### src/rtl/core/nstp_pkg.sv
`default_nettype none

package nstp_pkg;

  // Field widths
  localparam int unsigned REQ_W      = 2;
  localparam int unsigned CAT_W      = 3;
  localparam int unsigned TIME_W     = 32;
  localparam int unsigned LVL_W      = 4;
  localparam int unsigned FRAME_W    = CAT_W + TIME_W;
  localparam int unsigned IN_DATA_W  = 40;
  localparam int unsigned OUT_DATA_W = 200;

  // Request kinds
  localparam logic [REQ_W-1:0] REQ_ENTER = 2'd0;
  localparam logic [REQ_W-1:0] REQ_EXIT  = 2'd1;
  localparam logic [REQ_W-1:0] REQ_CLEAR = 2'd2;
  localparam logic [REQ_W-1:0] REQ_QUERY = 2'd3;

  // Controller states
  typedef enum logic [1:0] {
    ST_IDLE,
    ST_EXEC,
    ST_PUSH,
    ST_DONE
  } state_t;

  // Datapath operation in the execute cycle
  typedef enum logic [2:0] {
    OP_NONE,
    OP_ENTER,
    OP_OVER,
    OP_EXIT,
    OP_CLEAR
  } op_t;

  typedef struct packed {
    logic capture;
    op_t  op;
    logic push;
    logic load_out;
  } nstp_cmd_t;

  typedef struct packed {
    logic [REQ_W-1:0] req;
    logic             cat_ok;
    logic             empty;
    logic             full;
  } nstp_sts_t;

endpackage

`default_nettype wire

### src/rtl/core/nstp_ram.sv
`default_nettype none

module nstp_ram #(
  parameter int unsigned WIDTH = 8,
  parameter int unsigned DEPTH = 8,
  localparam int unsigned AW = (DEPTH > 1) ? $clog2(DEPTH) : 1
) (
  input  wire logic             clk,
  input  wire logic             we,
  input  wire logic [AW-1:0]    waddr,
  input  wire logic [WIDTH-1:0] wdata,
  input  wire logic             re,
  input  wire logic [AW-1:0]    raddr,
  output logic      [WIDTH-1:0] rdata
);

  logic [WIDTH-1:0] mem [DEPTH];

  // One write port, one registered read port
  always_ff @(posedge clk) begin
    if (we) begin
      mem[waddr] <= wdata;
    end
    if (re) begin
      rdata <= mem[raddr];
    end
  end

endmodule

`default_nettype wire

### src/rtl/core/nstp_ctrl.sv
`default_nettype none

module nstp_ctrl
  import nstp_pkg::*;
(
  input  wire logic      clk,
  input  wire logic      rst,
  input  wire logic      in_valid,
  output logic           in_ready,
  output logic           out_valid,
  input  wire logic      out_ready,
  input  wire nstp_sts_t sts,
  output nstp_cmd_t      cmd
);

  state_t state, state_next;

  // State and output-valid registers
  always_ff @(posedge clk) begin
    if (rst) begin
      state     <= ST_IDLE;
      out_valid <= 1'b0;
    end else begin
      state <= state_next;
      if (cmd.load_out) begin
        out_valid <= 1'b1;
      end else if (out_ready) begin
        out_valid <= 1'b0;
      end
    end
  end

  // Next state
  always_comb begin
    state_next = state;
    case (state)
      ST_IDLE: begin
        if (in_valid) state_next = ST_EXEC;
      end
      ST_EXEC: begin
        if (sts.req == REQ_ENTER && sts.cat_ok && !sts.full) begin
          state_next = ST_PUSH;
        end else begin
          state_next = ST_DONE;
        end
      end
      ST_PUSH: state_next = ST_DONE;
      ST_DONE: begin
        if (!out_valid || out_ready) state_next = ST_IDLE;
      end
      default: state_next = ST_IDLE;
    endcase
  end

  // Outputs
  always_comb begin
    in_ready     = 1'b0;
    cmd.capture  = 1'b0;
    cmd.op       = OP_NONE;
    cmd.push     = 1'b0;
    cmd.load_out = 1'b0;
    case (state)
      ST_IDLE: begin
        in_ready    = 1'b1;
        cmd.capture = in_valid;
      end
      ST_EXEC: begin
        case (sts.req)
          REQ_ENTER: begin
            if (sts.cat_ok) cmd.op = sts.full ? OP_OVER : OP_ENTER;
          end
          REQ_EXIT: begin
            if (!sts.empty) cmd.op = OP_EXIT;
          end
          REQ_CLEAR: cmd.op = OP_CLEAR;
          REQ_QUERY: cmd.op = OP_NONE;
          default:   cmd.op = OP_NONE;
        endcase
      end
      ST_PUSH: cmd.push = 1'b1;
      ST_DONE: cmd.load_out = !out_valid || out_ready;
      default: ;
    endcase
  end

endmodule

`default_nettype wire

### src/rtl/core/nstp_dp.sv
`default_nettype none

module nstp_dp
  import nstp_pkg::*;
#(
  parameter int unsigned STACK_DEPTH    = 8,
  parameter int unsigned NUM_CATEGORIES = 6
) (
  input  wire logic                  clk,
  input  wire logic                  rst,
  input  wire nstp_cmd_t             cmd,
  output nstp_sts_t                  sts,
  input  wire logic [REQ_W-1:0]      req_type,
  input  wire logic [CAT_W-1:0]      category,
  input  wire logic [TIME_W-1:0]     now_us,
  output logic      [OUT_DATA_W-1:0] out_data
);

  localparam int unsigned AW = (STACK_DEPTH > 1) ? $clog2(STACK_DEPTH) : 1;
  localparam int unsigned LW = $clog2(STACK_DEPTH + 1);
  localparam int unsigned CW = (NUM_CATEGORIES > 1) ? $clog2(NUM_CATEGORIES) : 1;
  localparam logic [CAT_W:0] NCAT = (CAT_W + 1)'(NUM_CATEGORIES);
  localparam logic [LW-1:0]  FULL_LVL = LW'(STACK_DEPTH);

  // Captured item
  logic [REQ_W-1:0]  req_q;
  logic [CAT_W-1:0]  cat_q;
  logic [TIME_W-1:0] now_q;

  // Profiler state
  logic [LW-1:0]     open_frames;
  logic [TIME_W-1:0] last_stamp;
  logic [TIME_W-1:0] window_start;
  logic [TIME_W-1:0] overflow_total;
  logic [TIME_W-1:0] cat_total [NUM_CATEGORIES];
  logic [TIME_W-1:0] cat_calls [NUM_CATEGORIES];
  logic [TIME_W-1:0] cat_max   [NUM_CATEGORIES];

  // Per-item result
  logic [CAT_W-1:0]  report_q;
  logic [TIME_W-1:0] frame_q;
  logic              acc_q;

  // Frame stack
  logic               ram_we;
  logic [AW-1:0]      ram_waddr;
  logic [FRAME_W-1:0] ram_wdata;
  logic [FRAME_W-1:0] ram_rdata;
  logic [AW-1:0]      top_addr;
  logic [CAT_W-1:0]   top_cat;
  logic [TIME_W-1:0]  top_self;
  logic [TIME_W-1:0]  charged;
  logic               top_ok;
  logic [CW-1:0]      top_idx;

  assign top_addr = AW'(open_frames - LW'(1));
  assign top_cat  = ram_rdata[CAT_W-1:0];
  assign top_self = ram_rdata[FRAME_W-1:CAT_W];
  assign charged  = top_self + (now_q - last_stamp);
  assign top_ok   = {1'b0, top_cat} < NCAT;
  assign top_idx  = CW'(top_cat);

  nstp_ram #(
    .WIDTH(FRAME_W),
    .DEPTH(STACK_DEPTH)
  ) u_stack (
    .clk  (clk),
    .we   (ram_we),
    .waddr(ram_waddr),
    .wdata(ram_wdata),
    .re   (cmd.capture),
    .raddr(top_addr),
    .rdata(ram_rdata)
  );

  // Stack write: charge the top frame when an enter executes, new frame on push
  always_comb begin
    ram_we    = 1'b0;
    ram_waddr = top_addr;
    ram_wdata = {charged, top_cat};
    if (cmd.push) begin
      ram_we    = 1'b1;
      ram_waddr = AW'(open_frames);
      ram_wdata = {{TIME_W{1'b0}}, cat_q};
    end else if ((cmd.op == OP_ENTER || cmd.op == OP_OVER) && open_frames != '0) begin
      ram_we = 1'b1;
    end
  end

  // Status to the controller
  assign sts.req    = req_q;
  assign sts.cat_ok = {1'b0, cat_q} < NCAT;
  assign sts.empty  = open_frames == '0;
  assign sts.full   = open_frames >= FULL_LVL;

  // Capture registers
  always_ff @(posedge clk) begin
    if (cmd.capture) begin
      req_q <= req_type;
      cat_q <= category;
      now_q <= now_us;
    end
  end

  // Profiler state updates
  always_ff @(posedge clk) begin
    if (rst) begin
      open_frames    <= '0;
      last_stamp     <= '0;
      window_start   <= '0;
      overflow_total <= '0;
      for (int i = 0; i < NUM_CATEGORIES; i++) begin
        cat_total[i] <= '0;
        cat_calls[i] <= '0;
        cat_max[i]   <= '0;
      end
    end else begin
      case (cmd.op)
        OP_ENTER: last_stamp <= now_q;
        OP_OVER: begin
          last_stamp     <= now_q;
          overflow_total <= overflow_total + TIME_W'(1);
        end
        OP_EXIT: begin
          last_stamp  <= now_q;
          open_frames <= open_frames - LW'(1);
          if (top_ok) begin
            cat_total[top_idx] <= cat_total[top_idx] + charged;
            cat_calls[top_idx] <= cat_calls[top_idx] + TIME_W'(1);
            if (charged > cat_max[top_idx]) cat_max[top_idx] <= charged;
          end
        end
        OP_CLEAR: begin
          open_frames    <= '0;
          overflow_total <= '0;
          window_start   <= now_q;
          last_stamp     <= now_q;
          for (int i = 0; i < NUM_CATEGORIES; i++) begin
            cat_total[i] <= '0;
            cat_calls[i] <= '0;
            cat_max[i]   <= '0;
          end
        end
        default: ;
      endcase
      if (cmd.push) begin
        open_frames <= open_frames + LW'(1);
      end
    end
  end

  // Per-item result registers: defaults on capture, updated in the execute cycle
  always_ff @(posedge clk) begin
    if (cmd.capture) begin
      report_q <= category;
      frame_q  <= '0;
      acc_q    <= 1'b0;
    end else begin
      case (cmd.op)
        OP_ENTER, OP_OVER, OP_CLEAR: acc_q <= 1'b1;
        OP_EXIT: begin
          acc_q    <= 1'b1;
          report_q <= top_cat;
          frame_q  <= charged;
        end
        default: ;
      endcase
    end
  end

  // Result beat assembly and output register
  logic              rep_ok;
  logic [CW-1:0]     rep_idx;
  logic [TIME_W-1:0] rep_total;
  logic [TIME_W-1:0] rep_calls;
  logic [TIME_W-1:0] rep_max;

  assign rep_ok    = {1'b0, report_q} < NCAT;
  assign rep_idx   = CW'(report_q);
  assign rep_total = rep_ok ? cat_total[rep_idx] : '0;
  assign rep_calls = rep_ok ? cat_calls[rep_idx] : '0;
  assign rep_max   = rep_ok ? cat_max[rep_idx]   : '0;

  always_ff @(posedge clk) begin
    if (cmd.load_out) begin
      out_data <= {acc_q, overflow_total, LVL_W'(open_frames),
                   now_q - window_start, frame_q, rep_max, rep_calls,
                   rep_total, report_q};
    end
  end

endmodule

`default_nettype wire

### src/rtl/core/nested_self_time_profiler_top.sv
// Nested self-time profiler.
// Input stream (s_axis_*): one beat per event; tuser carries the request
// kind (enter, exit, clear statistics, query), tdata the category and the
// microsecond timestamp. Output stream (m_axis_*): exactly one result beat
// per input beat, in order, carrying the reported category's statistics,
// the popped frame's self time, window time, stack level, overflow count
// and an accepted flag.
// Timing: an input beat is taken in the idle cycle, the frame-stack RAM
// read of the top frame returns the next cycle, where the charge and the
// statistics update happen; an enter that opens a frame then passes
// through a push state, writing the new frame through the single RAM
// write port. The result is loaded in the done state, and the next beat
// is taken back in the idle state. The result stays in an output
// register, so the next beat can be taken while it waits; when the
// receiver stalls with a result still held, the following result waits
// in the controller and the input is not taken until it can be loaded.
// Reset (rst, synchronous) empties the stack, zeroes all statistics,
// timestamps and the overflow count, and drops any pending result.
`default_nettype none

module nested_self_time_profiler_top
  import nstp_pkg::*;
#(
  parameter int unsigned STACK_DEPTH    = 8,
  parameter int unsigned NUM_CATEGORIES = 6
) (
  input  wire logic                  clk,
  input  wire logic                  rst,
  input  wire logic                  s_axis_tvalid,
  output logic                       s_axis_tready,
  // [2:0] category, [34:3] now_us, [39:35] zero
  input  wire logic [IN_DATA_W-1:0]  s_axis_tdata,
  // [1:0] req_type
  input  wire logic [REQ_W-1:0]      s_axis_tuser,
  output logic                       m_axis_tvalid,
  input  wire logic                  m_axis_tready,
  // [2:0] report_category, [34:3] total_time, [66:35] call_count,
  // [98:67] max_time, [130:99] frame_time, [162:131] window_time,
  // [166:163] stack_level, [198:167] overflow_count, [199] accepted
  output logic      [OUT_DATA_W-1:0] m_axis_tdata
);

  nstp_cmd_t cmd;
  nstp_sts_t sts;

  nstp_ctrl u_ctrl (
    .clk      (clk),
    .rst      (rst),
    .in_valid (s_axis_tvalid),
    .in_ready (s_axis_tready),
    .out_valid(m_axis_tvalid),
    .out_ready(m_axis_tready),
    .sts      (sts),
    .cmd      (cmd)
  );

  nstp_dp #(
    .STACK_DEPTH   (STACK_DEPTH),
    .NUM_CATEGORIES(NUM_CATEGORIES)
  ) u_dp (
    .clk     (clk),
    .rst     (rst),
    .cmd     (cmd),
    .sts     (sts),
    .req_type(s_axis_tuser),
    .category(s_axis_tdata[CAT_W-1:0]),
    .now_us  (s_axis_tdata[CAT_W+TIME_W-1:CAT_W]),
    .out_data(m_axis_tdata)
  );

endmodule

`default_nettype wire

### config.mk
export PLATFORM = sky130hd
export DESIGN_NAME = nested_self_time_profiler_top
export DESIGN_NICKNAME = d
export VERILOG_FILES = /design/src/rtl/core/nstp_pkg.sv /design/src/rtl/core/nstp_ram.sv /design/src/rtl/core/nstp_ctrl.sv /design/src/rtl/core/nstp_dp.sv /design/src/rtl/core/nested_self_time_profiler_top.sv
export SDC_FILE = /design/constraint.sdc
export NUM_CORES = 2
export LEC_CHECK = 0
export ABC_AREA = 0
export BUFFER_PORTS_ARGS = -buffer_cell sky130_fd_sc_hd__buf_4
export CAP_MARGIN = 25
export CORE_MARGIN = 5
export CORE_UTILIZATION = 37
export CTS_CLUSTER_DIAMETER = 50
export CTS_CLUSTER_SIZE = 14
export DETAILED_ROUTE_END_ITERATION = 12
export GPL_ROUTABILITY_DRIVEN = 0
export PLACE_DENSITY = 0.52
export SYNTH_ARGS = -nofsm -noshare
export SYNTH_HDL_FRONTEND = slang
export SYNTH_SLANG_ARGS = --single-unit
### constraint.sdc
create_clock -name clk -period 17.6 [get_ports clk]
set_input_delay 3.52 -clock clk [delete_from_list [all_inputs] [get_ports clk]]
set_output_delay 3.52 -clock clk [all_outputs]
set_load 0.01 [all_outputs]
==> impl_results.md <==
- Dpl ws: 10.23 ns
- Worst Tran Pin Value: 1.100 ns
- Post CTS Setup Buffer Count: 0
- Row Count: 155
- Slew HR: 26.66%
- Library cells used by synthesis: 86
- Top-area cell type share of the netlist area: 59.54%
- Highest net fanout along the worst path: 21
- Critical path capture point type: register
- Bufs on Longest Clock Path: 3
- CTS HTree Levels: 4
- Max Fclk: 133.7 MHz
- Post-DP HPWL: 122900 um
- TritonRoute pass-1 iters: 6
- Initial Util: 37.27%
- FF+latch count, synth: 1459
- Core ar.: 0.1790 sq mm
- Ys flop type: edfxtp_1
- Avg Cell Area, Syn: 13.32 sq um
- Fin. Hold Viols: 0
- # nets final: 5657
- Final Core Density: 43.32%
- Largest net degree at the start of global routing: 102
- Area Growth Syn to Fin: 16.23%
- Remaining DRCs: 0
- Wire length per cell: 25.91 um
- WHS: 0.4263 ns
- Via count: 43440
- Final min period: 7.480 ns
- CP required: 18.09 ns
- Unrepaired setup endpoints after global routing: false
- Clock transition at the registers of the reported paths: 0.06 ns
- IO Port Bufs: 242
- Post-CTS Hold Buffers: 0
- Initial antenna violation count: 2
- Max_cap viols: 0
- First-pass GRT wire length: 295900 um
- Share of layout cells above drive strength 1: 17.14%
- Die ar.: 0.1889 sq mm
- CP max stage delay: 0.80 ns
- Die W: 434.7 um
- Post-synth EDFFs: 1323
- Clk_lat worst skew: 0.80 ns
- Hold Path Class: register to register
- Clock Skew: 0.03894 ns
- Post-synth ARST share: 0%
- CP arrival: 7.97 ns
- Biggest area consumer among synthesized cells: edfxtp_1
- DRT iter0 DRCs: 3773
- Crit start category: register
- Clock sink count: 1459
- CTS resizes: 0
- Final WL: 205400 um
- TritonCTS clock tree: done
- Critical path origin: u_dp.now_q[4]
- Final setup fails: 0
- GR Overflow Total: 0
- Setup Total Neg Slack: 0 ns
- Vias per inst: 5.482
- Root Buffer: clkbuf_16
- Most frequent cells in the layout: edfxtp_1 (1323), nor2_1 (757), inv_1 (367), buf_4 (352), nand2_1 (289)
- R2r worst-path depth: 25
- Post-Syn Area: 0.06672 sq mm
- Top Ports: 248
- Tcrit/Tclk final: 42.50%
- Synth Warn #: 0
- Setup ws final: 10.12 ns
- Commonest non-fill, non-tap cell in the layout: edfxtp_1
- Die Y: 434.7 um
- CTS Buf Count: 156
- Total Routing Usage GR: 21.36%
- Reg2reg start: u_dp.now_q[4]
- CP max-delay cell: xor2_1
- Hold Path Depth: 0
- Top cells by area, synth: edfxtp_1 (60%), mux4_2 (6.7%), nor2_1 (4.3%)
- Max-slew violation count: 0
- Status: finished clean
- # fillers: 16400
- Sequential share of the synthesized area: 63.62%
- Vias in the first global route: 42990
- Cells after Synth: 5011
- Critical path class: register to register
- Antenna-violating nets left: 0
- HP Start: u_dp.frame_q[6]
-- metal layers --
layer  GRT usage, %  up-vias  routed length, um
li1               -    19300                  -
met5              0        -                  0
met3          3.596      266              13240
met2          35.00     1565              98440
met4          6.015        0               4951
met1          29.47    22310              88740
-- worst paths after layout --
path                         to  slack (ns)
min          u_dp.out_data[105]        0.43
max reg2reg  u_dp.cat_max[3][8]       10.12
min reg2reg  u_dp.out_data[105]        0.43
max          u_dp.cat_max[3][8]       10.12
-- worst max-delay path: cells and delay by family, from the launching register on --
family / cells / cell delay, ns
buffers and inverters: 5 / 1.08
AOI/OAI and AO/OA: 10 / 2.70
xor gates and xnor gates: 1 / 0.80
adders and majority gates: 3 / 1.01
and+or+nand+nor: 6 / 1.02
DFF: 1 / 0.52
-- cells in the mapped netlist, types with 10 or more instances --
master,n
a211oi_1,16
o22ai_1,192
nand4_1,26
a21o_1,57
mux2i_1,143
or2_2,11
buf_1,55
nor2b_1,20
xnor2_1,62
mux2_2,71
nand2_1,304
o21a_1,21
and3_1,36
inv_1,368
mux4_2,199
a21oi_1,222
clkbuf_1,197
fa_1,33
nor3_1,26
o21ai_0,79
ha_1,134
dfxtp_1,136
nand3_1,48
or3_1,17
a22oi_1,72
nor2_1,770
xor2_1,58
nand2b_1,21
nor4_1,24
a22o_1,18
mux4_1,10
nand3b_1,10
o211ai_1,20
o221ai_1,12
edfxtp_1,1323
and2_1,13
a221oi_1,43
-- registers in the layout, indices dropped and copies added (netlist names) --
signal,cells
u_ctrl.out_valid,1
u_ctrl.state,2
u_dp.acc_q,1
u_dp.cat_calls,256
u_dp.cat_max,256
u_dp.cat_q,3
u_dp.cat_total,256
u_dp.frame_q,32
u_dp.last_stamp,32
u_dp.now_q,32
u_dp.open_frames,4
u_dp.out_data,200
u_dp.overflow_total,32
u_dp.rep_idx,3
u_dp.req_q,2
u_dp.u_stack.mem,280
u_dp.u_stack.rdata,35
u_dp.window_start,32
-- through the flow --
step / std cells / instance area [sq um]
after floorplan: 5202 / 67440
after global placement: 7637 / 72240
after detailed placement: 7639 / 72260
after CTS: 7919 / 77520
after global routing: 7923 / 77550
final: 7925 / 77550
-- area by class of cell --
class | instances | area (sq um) | share of cell area [%]
Sequential cell | 1459 | 42450 | 54.74
Multi-Input combinational cell | 3094 | 22700 | 29.27
Inverter | 372 | 1399 | 1.804
Antenna cell | 4 | 10.01 | 0.01291
Clock buffer | 187 | 4188 | 5.400
Tap cell | 2355 | 2947 | 3.799
Clock inverter | 93 | 1067 | 1.376
Timing Repair Buffer | 361 | 2788 | 3.595
-- cells by family (layout without fill, tap and decap cells) --
family,Yosys count,in the layout,synth area share (%)
simple gates,1350,1350,8.662
other cells,1,196,0.005620
buf+inv,649,1013,3.809
compound gates,836,836,8.223
xor+xnor,126,126,1.721
mux,423,423,10.45
flops,1459,1459,63.62
fa+ha+maj,167,167,3.503
Power is left out: the tool's default activity adds up to more than one toggle a clock period on the data nets, which glitch-free logic cannot reach.
